`config.mk`:
```
export PLATFORM = sky130hd
export DESIGN_NAME = gpu_command_fifo_vram_upload
export DESIGN_NICKNAME = d
export VERILOG_FILES = /design/src/hw/rtl/gcfv_pkg.sv /design/src/hw/rtl/gcfv_res_fifo.sv /design/src/hw/rtl/gpu_command_fifo_vram_upload.sv
export SDC_FILE = /design/constraint.sdc
export NUM_CORES = 1
export LEC_CHECK = 0
export BUFFER_PORTS_ARGS = -buffer_cell sky130_fd_sc_hd__clkbuf_2
export CAP_MARGIN = 20
export CORE_MARGIN = 2
export CORE_UTILIZATION = 59
export DETAILED_ROUTE_END_ITERATION = 8
export PLACE_DENSITY = 0.77
export RECOVER_POWER = 100
export SYNTH_ARGS = -nofsm -noshare
export SYNTH_HDL_FRONTEND = slang
export SYNTH_HIERARCHICAL = 1
export SYNTH_SLANG_ARGS = --single-unit
```
`constraint.sdc`:
```
create_clock -name clk -period 18.6 [get_ports clk]
set_clock_uncertainty 0.15 [all_clocks]
set_input_delay 2.79 -clock clk [delete_from_list [all_inputs] [get_ports clk]]
set_output_delay 2.79 -clock clk [all_outputs]
set_load 0.01 [all_outputs]
```
`src/hw/rtl/gcfv_pkg.sv`:
```
// Shared types, constants and decode functions for the GPU command FIFO
// with VRAM upload. Used by gcfv_res_fifo and gpu_command_fifo_vram_upload.
// No dependencies.
package gcfv_pkg;

	// VRAM geometry, in pixels (powers of two)
	localparam int VRAM_COLS   = 1024;
	localparam int VRAM_ROWS   = 512;
	localparam int COL_W       = $clog2(VRAM_COLS);
	localparam int ROW_W       = $clog2(VRAM_ROWS);
	localparam int COLP_W      = COL_W + 1;
	localparam int ROWP_W      = ROW_W + 1;
	localparam int ADDR_W      = 19;

	// Parameter buffer
	localparam int PARAM_DEPTH = 16;
	localparam int HELD_W      = $clog2(PARAM_DEPTH + 1);
	localparam int LEFT_W      = 4;

	// Result queue
	localparam int RES_DEPTH   = 4;
	localparam int RPTR_W      = $clog2(RES_DEPTH);
	localparam int RCNT_W      = RPTR_W + 1;

	// Port select
	localparam logic PORT_DRAW = 1'b0;
	localparam logic PORT_CTRL = 1'b1;

	// Control port commands
	localparam logic [7:0] CTRL_DMA_DIR = 8'h04;

	// Drawing port commands
	localparam logic [7:0] CMD_NOP            = 8'h00;
	localparam logic [7:0] CMD_CLEAR_CACHE    = 8'h01;
	localparam logic [7:0] CMD_FILL           = 8'h02;
	localparam logic [7:0] CMD_POLY3_MONO     = 8'h20;
	localparam logic [7:0] CMD_POLY3_MONO_T   = 8'h22;
	localparam logic [7:0] CMD_POLY4_MONO     = 8'h28;
	localparam logic [7:0] CMD_POLY4_MONO_T   = 8'h2A;
	localparam logic [7:0] CMD_POLY4_TEX      = 8'h2C;
	localparam logic [7:0] CMD_POLY3_SHADED   = 8'h30;
	localparam logic [7:0] CMD_POLY3_SHADED_T = 8'h32;
	localparam logic [7:0] CMD_POLY4_SHADED   = 8'h38;
	localparam logic [7:0] CMD_POLY4_SHADED_T = 8'h3A;
	localparam logic [7:0] CMD_LINE_MONO      = 8'h40;
	localparam logic [7:0] CMD_DOT            = 8'h68;
	localparam logic [7:0] CMD_CPU_TO_VRAM    = 8'hA0;
	localparam logic [7:0] CMD_VRAM_TO_CPU    = 8'hC0;
	localparam logic [7:0] CMD_DRAW_MODE      = 8'hE1;
	localparam logic [7:0] CMD_TEX_WINDOW     = 8'hE2;
	localparam logic [7:0] CMD_AREA_TL        = 8'hE3;
	localparam logic [7:0] CMD_AREA_BR        = 8'hE4;
	localparam logic [7:0] CMD_DRAW_OFFSET    = 8'hE5;
	localparam logic [7:0] CMD_MASK           = 8'hE6;

	typedef enum logic [1:0] {
		EV_ACCEPT  = 2'd0,
		EV_PIXEL   = 2'd1,
		EV_DONE    = 2'd2,
		EV_UNKNOWN = 2'd3
	} event_t;

	typedef struct packed {
		event_t              kind;
		logic [ADDR_W-1:0]   addr;
		logic [15:0]         pixel;
		logic [7:0]          code;
		logic [3:0]          count;
		logic [4:0]          status;
		logic [1:0]          dma;
		logic                last;
	} result_t;

	// Parameter words that follow a command word; zero for single-word commands
	function automatic logic [LEFT_W-1:0] param_words(input logic [7:0] op);
		logic [LEFT_W-1:0] n;
		unique case (op) inside
			CMD_FILL:                              n = LEFT_W'(2);
			CMD_POLY3_MONO, CMD_POLY3_MONO_T:      n = LEFT_W'(3);
			CMD_POLY4_MONO, CMD_POLY4_MONO_T:      n = LEFT_W'(4);
			CMD_POLY4_TEX:                         n = LEFT_W'(8);
			CMD_POLY3_SHADED, CMD_POLY3_SHADED_T:  n = LEFT_W'(5);
			CMD_POLY4_SHADED, CMD_POLY4_SHADED_T:  n = LEFT_W'(7);
			CMD_LINE_MONO:                         n = LEFT_W'(2);
			CMD_DOT:                               n = LEFT_W'(1);
			CMD_CPU_TO_VRAM:                       n = LEFT_W'(2);
			default:                               n = '0;
		endcase
		return n;
	endfunction

	function automatic logic plain_known(input logic [7:0] op);
		logic k;
		unique case (op) inside
			CMD_NOP, CMD_CLEAR_CACHE, CMD_VRAM_TO_CPU,
			CMD_DRAW_MODE, CMD_TEX_WINDOW, CMD_AREA_TL,
			CMD_AREA_BR, CMD_DRAW_OFFSET, CMD_MASK:  k = 1'b1;
			default:                                 k = 1'b0;
		endcase
		return k;
	endfunction

endpackage

```
`src/hw/rtl/gcfv_res_fifo.sv`:
```
// Result queue: takes up to two results per cycle, hands out one per cycle.
// Depends on gcfv_pkg (result_t, RES_DEPTH).
module gcfv_res_fifo (
	input  logic              clk,
	input  logic              arst_n,
	input  logic [1:0]        push_n,
	input  gcfv_pkg::result_t push_a,
	input  gcfv_pkg::result_t push_b,
	input  logic              pop,
	output gcfv_pkg::result_t head,
	output logic              not_empty,
	output logic              room2
);

	gcfv_pkg::result_t               mem_q [gcfv_pkg::RES_DEPTH];
	logic [gcfv_pkg::RPTR_W-1:0]     rd_ptr_q;
	logic [gcfv_pkg::RPTR_W-1:0]     wr_ptr_q;
	logic [gcfv_pkg::RCNT_W-1:0]     count_q;
	logic [gcfv_pkg::RCNT_W-1:0]     count_after_pop;

	assign count_after_pop = count_q - gcfv_pkg::RCNT_W'(pop);
	assign room2     = count_after_pop <= gcfv_pkg::RCNT_W'(gcfv_pkg::RES_DEPTH - 2);
	assign not_empty = count_q != '0;
	assign head      = mem_q[rd_ptr_q];

	always_ff @(posedge clk) begin
		if (push_n != 2'd0) begin
			mem_q[wr_ptr_q] <= push_a;
		end
		if (push_n == 2'd2) begin
			mem_q[wr_ptr_q + gcfv_pkg::RPTR_W'(1)] <= push_b;
		end
	end

	always_ff @(posedge clk or negedge arst_n) begin
		if (!arst_n) begin
			rd_ptr_q <= '0;
			wr_ptr_q <= '0;
			count_q  <= '0;
		end else begin
			wr_ptr_q <= wr_ptr_q + gcfv_pkg::RPTR_W'(push_n);
			if (pop) begin
				rd_ptr_q <= rd_ptr_q + gcfv_pkg::RPTR_W'(1);
			end
			count_q <= count_after_pop + gcfv_pkg::RCNT_W'(push_n);
		end
	end

	a_count_bound: assert property (@(posedge clk) disable iff (!arst_n)
		count_q <= gcfv_pkg::RCNT_W'(gcfv_pkg::RES_DEPTH))
		else $error("result queue count beyond depth");

	a_no_overflow: assert property (@(posedge clk) disable iff (!arst_n)
		(push_n != 2'd0) |-> ((gcfv_pkg::RCNT_W + 1)'(count_after_pop)
			+ (gcfv_pkg::RCNT_W + 1)'(push_n)
			<= (gcfv_pkg::RCNT_W + 1)'(gcfv_pkg::RES_DEPTH)))
		else $error("result queue overflow");

	a_first_head: assert property (@(posedge clk) disable iff (!arst_n)
		(count_q == '0 && push_n != 2'd0) |=> head == $past(push_a))
		else $error("result queue head does not match first push");

endmodule

```
`src/hw/rtl/gpu_command_fifo_vram_upload.sv`:
```
// GPU command FIFO with CPU-to-VRAM upload: top level.
// Depends on gcfv_pkg and gcfv_res_fifo.
//
// One word is taken per request, on the drawing port (opcode 0) or the control
// port (opcode 1). A word waits in the input register, where the whole step is
// worked out, until there is room for two results, and its results enter a
// four-entry result queue that the output channel drains one per cycle while
// out_ready is high. Every word gives one result except a load-mode data word,
// which gives two pixel writes (low half first), or one if the rectangle ends
// on its low half. Words giving one result are taken back to back at one per
// cycle while there is room; in an upload the single result port sets the pace.
// Only the command code and parameter words 1 and 2 (origin and size of an
// upload) are kept, since nothing else of the parameter buffer reaches a result.
module gpu_command_fifo_vram_upload (
	input  logic                         clk,
	input  logic                         arst_n,
	input  logic                         in_valid,
	output logic                         in_ready,
	input  logic                         opcode,
	input  logic [31:0]                  command_word,
	output logic                         out_valid,
	input  logic                         out_ready,
	output logic [1:0]                   event_kind,
	output logic [gcfv_pkg::ADDR_W-1:0]  vram_address,
	output logic [15:0]                  vram_pixel,
	output logic [7:0]                   command_code,
	output logic [3:0]                   param_count,
	output logic [4:0]                   status_bits,
	output logic [1:0]                   dma_dir,
	output logic                         last_result
);

	localparam int CW  = gcfv_pkg::COL_W;
	localparam int RW  = gcfv_pkg::ROW_W;
	localparam int CPW = gcfv_pkg::COLP_W;
	localparam int RPW = gcfv_pkg::ROWP_W;
	localparam int HW  = gcfv_pkg::HELD_W;
	localparam int LW  = gcfv_pkg::LEFT_W;
	localparam int AW  = gcfv_pkg::ADDR_W;

	// input stage
	logic        valid_s1;
	logic        port_s1;
	logic [31:0] word_s1;
	logic        adv_s1;
	logic [7:0]  op;

	// command and upload state
	logic [LW-1:0]  left_q, left_d;
	logic [HW-1:0]  held_q, held_d;
	logic           load_q, load_d;
	logic [CW-1:0]  col_q, col_d;
	logic [RW-1:0]  row_q, row_d;
	logic [3:0]     page_x_q, page_x_d;
	logic           page_y_q, page_y_d;
	logic [1:0]     dma_q, dma_d;
	logic [7:0]     code_q, code_d;
	logic [CW-1:0]  x0_q, x0_d;
	logic [RW-1:0]  y0_q, y0_d;
	logic [CPW-1:0] wd_q, wd_d;
	logic [RPW-1:0] ht_q, ht_d;

	// rectangle walk for the two pixels of a data word
	logic [CPW-1:0] col1, col2;
	logic [RPW-1:0] row1, row2;
	logic           wrap_a, wrap_b, end_a, end_b;
	logic [CW-1:0]  col_b, col_n;
	logic [RW-1:0]  row_b, row_n;
	logic [AW-1:0]  addr_a, addr_b;
	logic [CW-1:0]  wd_m1;
	logic [RW-1:0]  ht_m1;

	// results
	gcfv_pkg::result_t res_a, res_b, head;
	logic [1:0]        n_res;
	logic [1:0]        push_n;
	logic              room2;
	logic              not_empty;
	logic              pop;

	function automatic logic [AW-1:0] pix_addr(input logic [CW-1:0] c,
		input logic [RW-1:0] r, input logic [CW-1:0] x0, input logic [RW-1:0] y0);
		logic [CW-1:0] cx;
		logic [RW-1:0] ry;
		cx = c + x0;
		ry = r + y0;
		return AW'(ry) * AW'(gcfv_pkg::VRAM_COLS) + AW'(cx);
	endfunction

	assign adv_s1   = valid_s1 && room2;
	assign in_ready = !valid_s1 || room2;
	assign op       = word_s1[31:24];

	always_ff @(posedge clk or negedge arst_n) begin
		if (!arst_n) begin
			valid_s1 <= 1'b0;
		end else if (in_ready) begin
			valid_s1 <= in_valid;
		end
	end

	always_ff @(posedge clk) begin
		if (in_valid && in_ready) begin
			port_s1 <= opcode;
			word_s1 <= command_word;
		end
	end

	// first pixel at (col_q,row_q), second at (col_b,row_b)
	assign col1   = CPW'(col_q) + CPW'(1);
	assign row1   = RPW'(row_q) + RPW'(1);
	assign wrap_a = col1 >= wd_q;
	assign end_a  = wrap_a && (row1 >= ht_q);
	assign col_b  = wrap_a ? '0 : col1[CW-1:0];
	assign row_b  = wrap_a ? row1[RW-1:0] : row_q;
	assign col2   = CPW'(col_b) + CPW'(1);
	assign row2   = RPW'(row_b) + RPW'(1);
	assign wrap_b = col2 >= wd_q;
	assign end_b  = wrap_b && (row2 >= ht_q);
	assign col_n  = wrap_b ? '0 : col2[CW-1:0];
	assign row_n  = wrap_b ? row2[RW-1:0] : row_b;
	assign addr_a = pix_addr(col_q, row_q, x0_q, y0_q);
	assign addr_b = pix_addr(col_b, row_b, x0_q, y0_q);

	// zero size means the full VRAM extent
	assign wd_m1 = CW'(word_s1[15:0] - 16'd1);
	assign ht_m1 = RW'(word_s1[31:16] - 16'd1);

	always_comb begin
		left_d   = left_q;
		held_d   = held_q;
		load_d   = load_q;
		col_d    = col_q;
		row_d    = row_q;
		page_x_d = page_x_q;
		page_y_d = page_y_q;
		dma_d    = dma_q;
		code_d   = code_q;
		x0_d     = x0_q;
		y0_d     = y0_q;
		wd_d     = wd_q;
		ht_d     = ht_q;
		res_a    = '0;
		res_b    = '0;
		res_a.kind = gcfv_pkg::EV_ACCEPT;
		res_b.kind = gcfv_pkg::EV_PIXEL;
		n_res    = 2'd1;

		if (port_s1 == gcfv_pkg::PORT_CTRL) begin
			if (op == gcfv_pkg::CTRL_DMA_DIR) begin
				dma_d = word_s1[1:0];
			end
		end else if (load_q) begin
			res_a.kind  = gcfv_pkg::EV_PIXEL;
			res_a.addr  = addr_a;
			res_a.pixel = word_s1[15:0];
			if (end_a) begin
				// odd pixel count: drop the high half
				load_d = 1'b0;
			end else begin
				n_res       = 2'd2;
				res_b.addr  = addr_b;
				res_b.pixel = word_s1[31:16];
				col_d       = col_n;
				row_d       = row_n;
				if (end_b) begin
					load_d = 1'b0;
				end
			end
		end else if (left_q == '0) begin
			if (gcfv_pkg::param_words(op) != '0) begin
				held_d = HW'(1);
				left_d = gcfv_pkg::param_words(op);
				code_d = op;
			end else if (gcfv_pkg::plain_known(op)) begin
				if (op == gcfv_pkg::CMD_DRAW_MODE) begin
					page_x_d = word_s1[3:0];
					page_y_d = word_s1[4];
				end
			end else begin
				res_a.kind = gcfv_pkg::EV_UNKNOWN;
				res_a.code = op;
			end
		end else begin
			left_d = left_q - LW'(1);
			if (held_q < HW'(gcfv_pkg::PARAM_DEPTH)) begin
				held_d = held_q + HW'(1);
				if (held_q == HW'(1)) begin
					x0_d = CW'(word_s1[15:0]);
					y0_d = RW'(word_s1[31:16]);
				end
				if (held_q == HW'(2)) begin
					wd_d = CPW'(wd_m1) + CPW'(1);
					ht_d = RPW'(ht_m1) + RPW'(1);
				end
			end
			if (left_q == LW'(1)) begin
				res_a.kind  = gcfv_pkg::EV_DONE;
				res_a.code  = code_q;
				res_a.count = held_d[3:0];
				if (code_q == gcfv_pkg::CMD_CPU_TO_VRAM) begin
					load_d = 1'b1;
					col_d  = '0;
					row_d  = '0;
				end
			end
		end

		res_a.status = 5'(page_x_d) | (5'(page_y_d) << 3);
		res_b.status = res_a.status;
		res_a.dma    = dma_d;
		res_b.dma    = dma_d;
		res_a.last   = n_res == 2'd1;
		res_b.last   = 1'b1;
	end

	always_ff @(posedge clk or negedge arst_n) begin
		if (!arst_n) begin
			left_q   <= '0;
			held_q   <= '0;
			load_q   <= 1'b0;
			col_q    <= '0;
			row_q    <= '0;
			page_x_q <= '0;
			page_y_q <= 1'b0;
			dma_q    <= '0;
		end else if (adv_s1) begin
			left_q   <= left_d;
			held_q   <= held_d;
			load_q   <= load_d;
			col_q    <= col_d;
			row_q    <= row_d;
			page_x_q <= page_x_d;
			page_y_q <= page_y_d;
			dma_q    <= dma_d;
		end
	end

	// parameter buffer contents: valid only once written
	always_ff @(posedge clk) begin
		if (adv_s1) begin
			code_q <= code_d;
			x0_q   <= x0_d;
			y0_q   <= y0_d;
			wd_q   <= wd_d;
			ht_q   <= ht_d;
		end
	end

	assign push_n = adv_s1 ? n_res : 2'd0;
	assign pop    = not_empty && out_ready;

	gcfv_res_fifo u_res_fifo (
		.clk       (clk),
		.arst_n    (arst_n),
		.push_n    (push_n),
		.push_a    (res_a),
		.push_b    (res_b),
		.pop       (pop),
		.head      (head),
		.not_empty (not_empty),
		.room2     (room2)
	);

	assign out_valid    = not_empty;
	assign event_kind   = head.kind;
	assign vram_address = head.addr;
	assign vram_pixel   = head.pixel;
	assign command_code = head.code;
	assign param_count  = head.count;
	assign status_bits  = head.status;
	assign dma_dir      = head.dma;
	assign last_result  = head.last;

	a_load_excl: assert property (@(posedge clk) disable iff (!arst_n)
		load_q |-> left_q == '0)
		else $error("upload active while gathering parameters");

	a_walk_inside: assert property (@(posedge clk) disable iff (!arst_n)
		load_q |-> (CPW'(col_q) < wd_q) && (RPW'(row_q) < ht_q))
		else $error("upload position outside the rectangle");

	a_s1_hold: assert property (@(posedge clk) disable iff (!arst_n)
		(valid_s1 && !room2) |=> valid_s1 && $stable(word_s1) && $stable(port_s1))
		else $error("stalled input stage lost its word");

endmodule
```
* Word level (Yosys, flattened, before mapping)
Memory sizes are Yosys's and may differ from the RTL's.
Cells that the tools add are included.
** Storage, ports and cells
- Register bits after elaboration :: 125
- Memory bits (writable) :: 224
- Input bits :: 37
- Word-level logic and storage cells :: 183
- Memories kept :: 1
** Memory list
- u_res_fifo.mem_q :: depth 4, bits a word 56, rd ports 1, clocked after Yosys merged registers in 0, write ports 2, line gcfv_res_fifo.sv:15 : gcfv_pkg::result_t mem_q [gcfv_pkg::RES_DEPTH];
** Cells by class
- $add $sub $neg :: 21
- Order comparisons :: 6
- Eq/ne operators :: 31
- Multiplexer cells :: 72
- Bitwise operators :: 4
- Reductions and logical operators :: 28
** Operator list (count)
- 35-bit two-way mux :: 4
- 8-bit by 6-bit == test with 1-bit output (second input constant) :: 9
- 8-bit == test (second input constant) :: 9
- 10-bit two-way mux :: 7
- 9-bit two-way mux :: 7
- 49-bit two-way mux :: 1
- 4-bit two-way mux :: 12
- 19-bit by 10-bit adder with 19-bit output :: 2
- 10-bit by 1-bit adder with 11-bit output (second input constant) :: 3
- 9-bit by 1-bit adder with 10-bit output (second input constant) :: 3
- 4-bit one-hot mux with 7 select lines :: 1
- 12-bit two-way mux :: 2
- 8-bit two-way mux :: 3
- 11-bit greater-or-equal comparator :: 2
- 2-bit two-way mux :: 11
- 1-bit two-way mux :: 21
- 10-bit adder :: 2
- 10-bit greater-or-equal comparator :: 2
- 9-bit adder :: 2
- 6-bit AND reduction :: 3
- 8-bit by 7-bit == test with 1-bit output (second input constant) :: 2
- 5-bit two-way mux :: 3
- 5-bit AND reduction :: 2
- 10-bit by 1-bit subtractor with 10-bit output (second input constant) :: 1
- 34 further kinds :: 48

* Depth between registers and ports, before layout
- Depth after elaboration :: 17
- Gate-level depth with buffers :: 30
- Mapped depth without buffers :: 27

* Hierarchy
Netlist, hierarchy kept.
** Modules (own cells, without submodules)
- gcfv_res_fifo :: instances 1, cells an instance 591, area each 11598.6 µm², sequential area each 7021.7 µm²
- gpu_command_fifo_vram_upload :: instances 1, cells an instance 926, area each 8795.9 µm², sequential area each 3358.2 µm²

* Worst setup path after synthesis
Ideal clock, no wire load.
- Path type :: in2reg
- From :: in out_ready
- To :: mem u_res_fifo/mem_q[0][0] in the netlist's numbering, enable pin
- Data arrival time :: 8431 ps
- Required time :: 17899 ps
- Path slack :: 9469 ps
- Stages :: 9
- Path buffers :: 0
- Cells stage by stage :: and2_1 ha_1 ha_1 xor2_1 nor2_1 nand2_1 nor2_1 o21bai_1 o21ai_0
** RTL lines
- start: declaration :: line gpu_command_fifo_vram_upload.sv:22 : input logic out_ready,
- end: declaration :: line gcfv_res_fifo.sv:15

==> results.txt <==
The proportion of layout cells with a drive suffix above 1 came out at between 10% and 20%. The worst setup path is captured at a flip-flop. The buffering stage count on the worst path with inverters included is 4. The number of antenna violations at the first check in global routing came out at 1. The post-synthesis cell area is 20,400 µm².

The overall power of the completed layout is 3.13 mW. The number of fill cells came out at roughly 2,600. The register bit total from synthesis is around 350. By startpoint and endpoint, the worst setup path is classified as reg2reg. The count of pins on the block boundary came out at 96. The tightest slew margin relative to the limit is -228%. The number of failing setup endpoints in the final timing report came out at 0.

The pin count of the biggest net entering global routing came out at between 50 and 60. The CTS clock-pin slew for the worst setup and hold paths is 0.06 ns. Post-CTS timing repair inserted 0 buffers for setup. The share of total power dissipated in the clock network is 24.1%.

After synthesis, the share of flip-flops with an asynchronous set or reset is about an eighth. The detail route stage leaves a number of antenna-violating nets equal to 0. Wires add up to 47,800 µm. The final-stage net count came out at approximately 1,800. The worst endpoint required time is 18.56 ns. In the routed design, unresolved DRC markers number 0.

Once placement completed, the tool counted placed cells totaling 2,072. The delay of the slowest critical-path stage came out at 3.60 ns. The wire length on met1 came out at 20,400 µm. After routing the design area is 22,300 µm². The final cell count without fillers is 2,148.

Setup repair after global routing left no endpoint under its margin. The slowest stage of the critical path belongs to the cell o21ai_0. The number of pins with negative max-slew slack in the final report came to 588.

The share of power burned in registers is between 40% and 50%. Wire segments on met2 add up to 22,300 µm in the final route. The number of buffer cells added on primary ports came out at 95.

The final setup slack of the worst path is approximately 7.5 ns. The family with the most delay on the worst path is compound AO/OA/AOI/OAI gates. The number of buffers created by CTS came out at 40. The clock net sink count is 353. The number of iterations in the first detailed-routing pass came out at 5. The wire length of the first global-routing pass is 72,900 µm. The summed negative setup slack over all endpoints is 0 ns. The library cell used most frequently in the layout, excluding fill and tap cells, is edfxtp_1. The weighted congestion reported at the end of routability-driven placement is a little under 0.9.

The minimum setup slack after placement came out at 11.26 ns. The number of vias in the routed layout came out at between 10,000 and 15,000. The total number of yosys warnings is 6.

The number of hold violations in the final report was 0. The number of hold buffers added after cts is 0. The number of antenna diodes in the final layout is 0.

The horizontal die dimension is 190 µm. Net switching is 34.2% of the power. In the synthesized netlist the dominant register cell turns out to be edfxtp_1.

The global route total overflow is 0. The overall global routing resource usage came out at 26.7%. The average cell area after synthesis came out at 13.4 µm². The power per unit of standard cell area is 140 nW/µm².

The buffer levels on the longest clock path is 3. The final reports fail on capacitance limit, slew limit. The uppermost layer routed is met5. The worst hold slack is 0.350 ns.

In the detailed route, the total length drawn on met3 is 3660 µm. The clock period minus worst slack is 11.08 ns. TritonCTS built the clock tree. The core area came out at 34,300 µm². Walking the worst path, the cells encountered are ha_1, nand2_1, nor2_1, nand3_1, xor2_1, inv_1, ha_1, a211o_1, o211ai_1, o211a_1, nand2_1, a21oi_1, clkbuf_1, nand3_1, inv_1, o21bai_1, o21ai_0, clkbuf_1. The number of gates resized after CTS was 0. Once the floorplan was initialized, standard cells occupied 59.5% of the core. The height of the chip came out at 190 µm. The register area share after synthesis is 50.9%. The library cells used most frequently in the layout, excluding fill and tap cells, are edfxtp_1 (309), mux2_2 (152), nor2_1 (107). The portion of the clock cycle consumed by the worst path in the final layout came out at 59.6%. The signal arrival time at the worst endpoint came out at 11.04 ns. The violation count after the first detailed-routing iteration came out at 1,008. The H-tree depth reported by CTS is 2. The worst hold path belongs to the class reg2reg. The total internal power is 2.06 mW.

The cell chosen for the clock root is clkbuf_16. In the routed layout, each cell is associated on average with a via count of 6.02. The number of different library cells used by synthesis comes to 77. The power spent charging and discharging nets came out at 1.07 mW. The actual slew at the worst max-slew pin came out at 4.87 ns.

The final core area utilization is 65.2%. The area occupied by multi-input gates came out at around 9400 µm². The post-synthesis cell count came out at 1,517. The startpoint identified for the worst hold timing path is page_x_q[0]. Across the run, the number of max-cap violations was 18. The cell depth of the worst min-delay path is 1. The number of global-route vias before repair is 13,000. The floorplan has 68 rows.

Across the VDD grid, the largest voltage drop is 0.000102 V. The full die area came out at 36,100 µm². The worst-case reg-to-reg path depth is 18. The instance area after placement came out at 21,400 µm². Timing would allow up to 90.3 MHz. The post-detailed-placement half-perimeter wirelength is 31,600 µm. The destination of the worst hold path is page_x_q[0]. The setup slack of the worst register-to-register path is 7.52 ns. The share of total power dissipated in combinational logic is 33.8%. The worst setup path is launched from a flip-flop. The startpoint of the worst register-to-register path is col_q[0]. The area growth from synthesis to layout came out at 9.55%. The clock insertion delay at the later pin of the skew report is 0.53 ns. In the final layout, flip-flops and latches occupy 10,400 µm².

For this design the static power due to leakage is 8.73 nW. The flow ran to the end, but the final reports show violations. The endpoint identified for the worst register-to-register timing path is u_res_fifo/mem_q[0][3].

Along the worst path, the maximum fanout reaches 31. The routed length per placed instance is around 22 µm. The number of enable flip-flop cells after synthesis is 309.
-- cell type report --
type	count	area share [%]
Tap cell	455	2.55
Clock inverter	19	0.610
Timing Repair Buffer	113	2.19
Sequential cell	353	46.5
Clock buffer	55	5.06
Multi-Input combinational cell	1101	42.3
Inverter	52	0.874
-- registers in the layout, summed over array words and instances, names as in the netlist, 5 cells and up --
name and count:
code_q 8, held_q 5, x0_q 10, word_s1 32, wd_q 11, y0_q 9
row_q 9, col_q 10, ht_q 10, u_res_fifo/mem_q 228
-- cells by family after synthesis --
logic type	count (synthesis)	synth area share, %
AO/OA/AOI/OAI	179	5.85
XOR/XNOR	107	4.77
adder cells (fa/ha/maj)	96	6.07
buffers and inverters	129	3.07
flip-flops	353	50.9
multiplexers	302	20.7
other	2	0.0368
AND/OR/NAND/NOR	349	8.61
-- how the worst max path moves through the flow --
stage / startpoint / depth (start not counted) / end
finish: col_q[0] / 18 / u_res_fifo/mem_q[0][3]
global route: col_q[0] / 18 / u_res_fifo/mem_q[0][41]
CTS: out_ready / 8 / in_ready
detailed placement: out_ready / 8 / in_ready
global placement: out_ready / 8 / in_ready
floorplan: out_ready / 9 / u_res_fifo/mem_q[0][0]
-- power groups by stage --
| stage | sequential [mW] | combinational, mW | clock, mW |
|---|---|---|---|
| 6_report | 1.32 | 1.06 | 0.753 |
| 5_1_grt | 1.34 | 1.13 | 0.794 |
| 4_1_cts | 1.31 | 1.12 | 0.764 |
| 3_5_place_dp | 1.32 | 1.10 | 0 |
| 3_3_place_gp | 1.31 | 1.09 | 0 |
| 2_1_floorplan | 1.24 | 0.818 | 0 |
-- routing by layer --
| metal | up-vias | track usage [%] |
|---|---|---|
| met3 | 91 | 4.65 |
| met5 | - | 0 |
| met4 | 2 | 8.68 |
| met2 | 464 | 43.0 |
| met1 | 6403 | 37.1 |
| li1 | 5964 | - |
-- cell usage after synthesis, types with 7 or more instances --
library cell	instances	area [µm²]
mux2_1	32	360
xnor2_1	60	526
mux2_4	49	736
and2_1	42	263
mux4_2	57	1280
clkbuf_1	30	113
inv_1	51	191
buf_1	7	26.3
a21o_1	27	203
o21ai_0	36	180
a22oi_1	8	60.1
or3_1	10	62.6
xor2_1	43	377
o31ai_1	8	60.1
dfrtp_1	44	1100
mux2_2	158	1780
nand3_1	25	125
buf_2	23	115
a22o_1	8	70.1
nand2b_1	8	50.1
nor2_1	108	405
buf_6	13	146
nor3_1	21	105
a21oi_1	45	225
and3_1	14	87.6
ha_1	91	1140
nand2_1	73	274
nor2b_1	9	56.3
edfxtp_1	309	9280
Note: power is estimated with default switching activity, not from simulation.
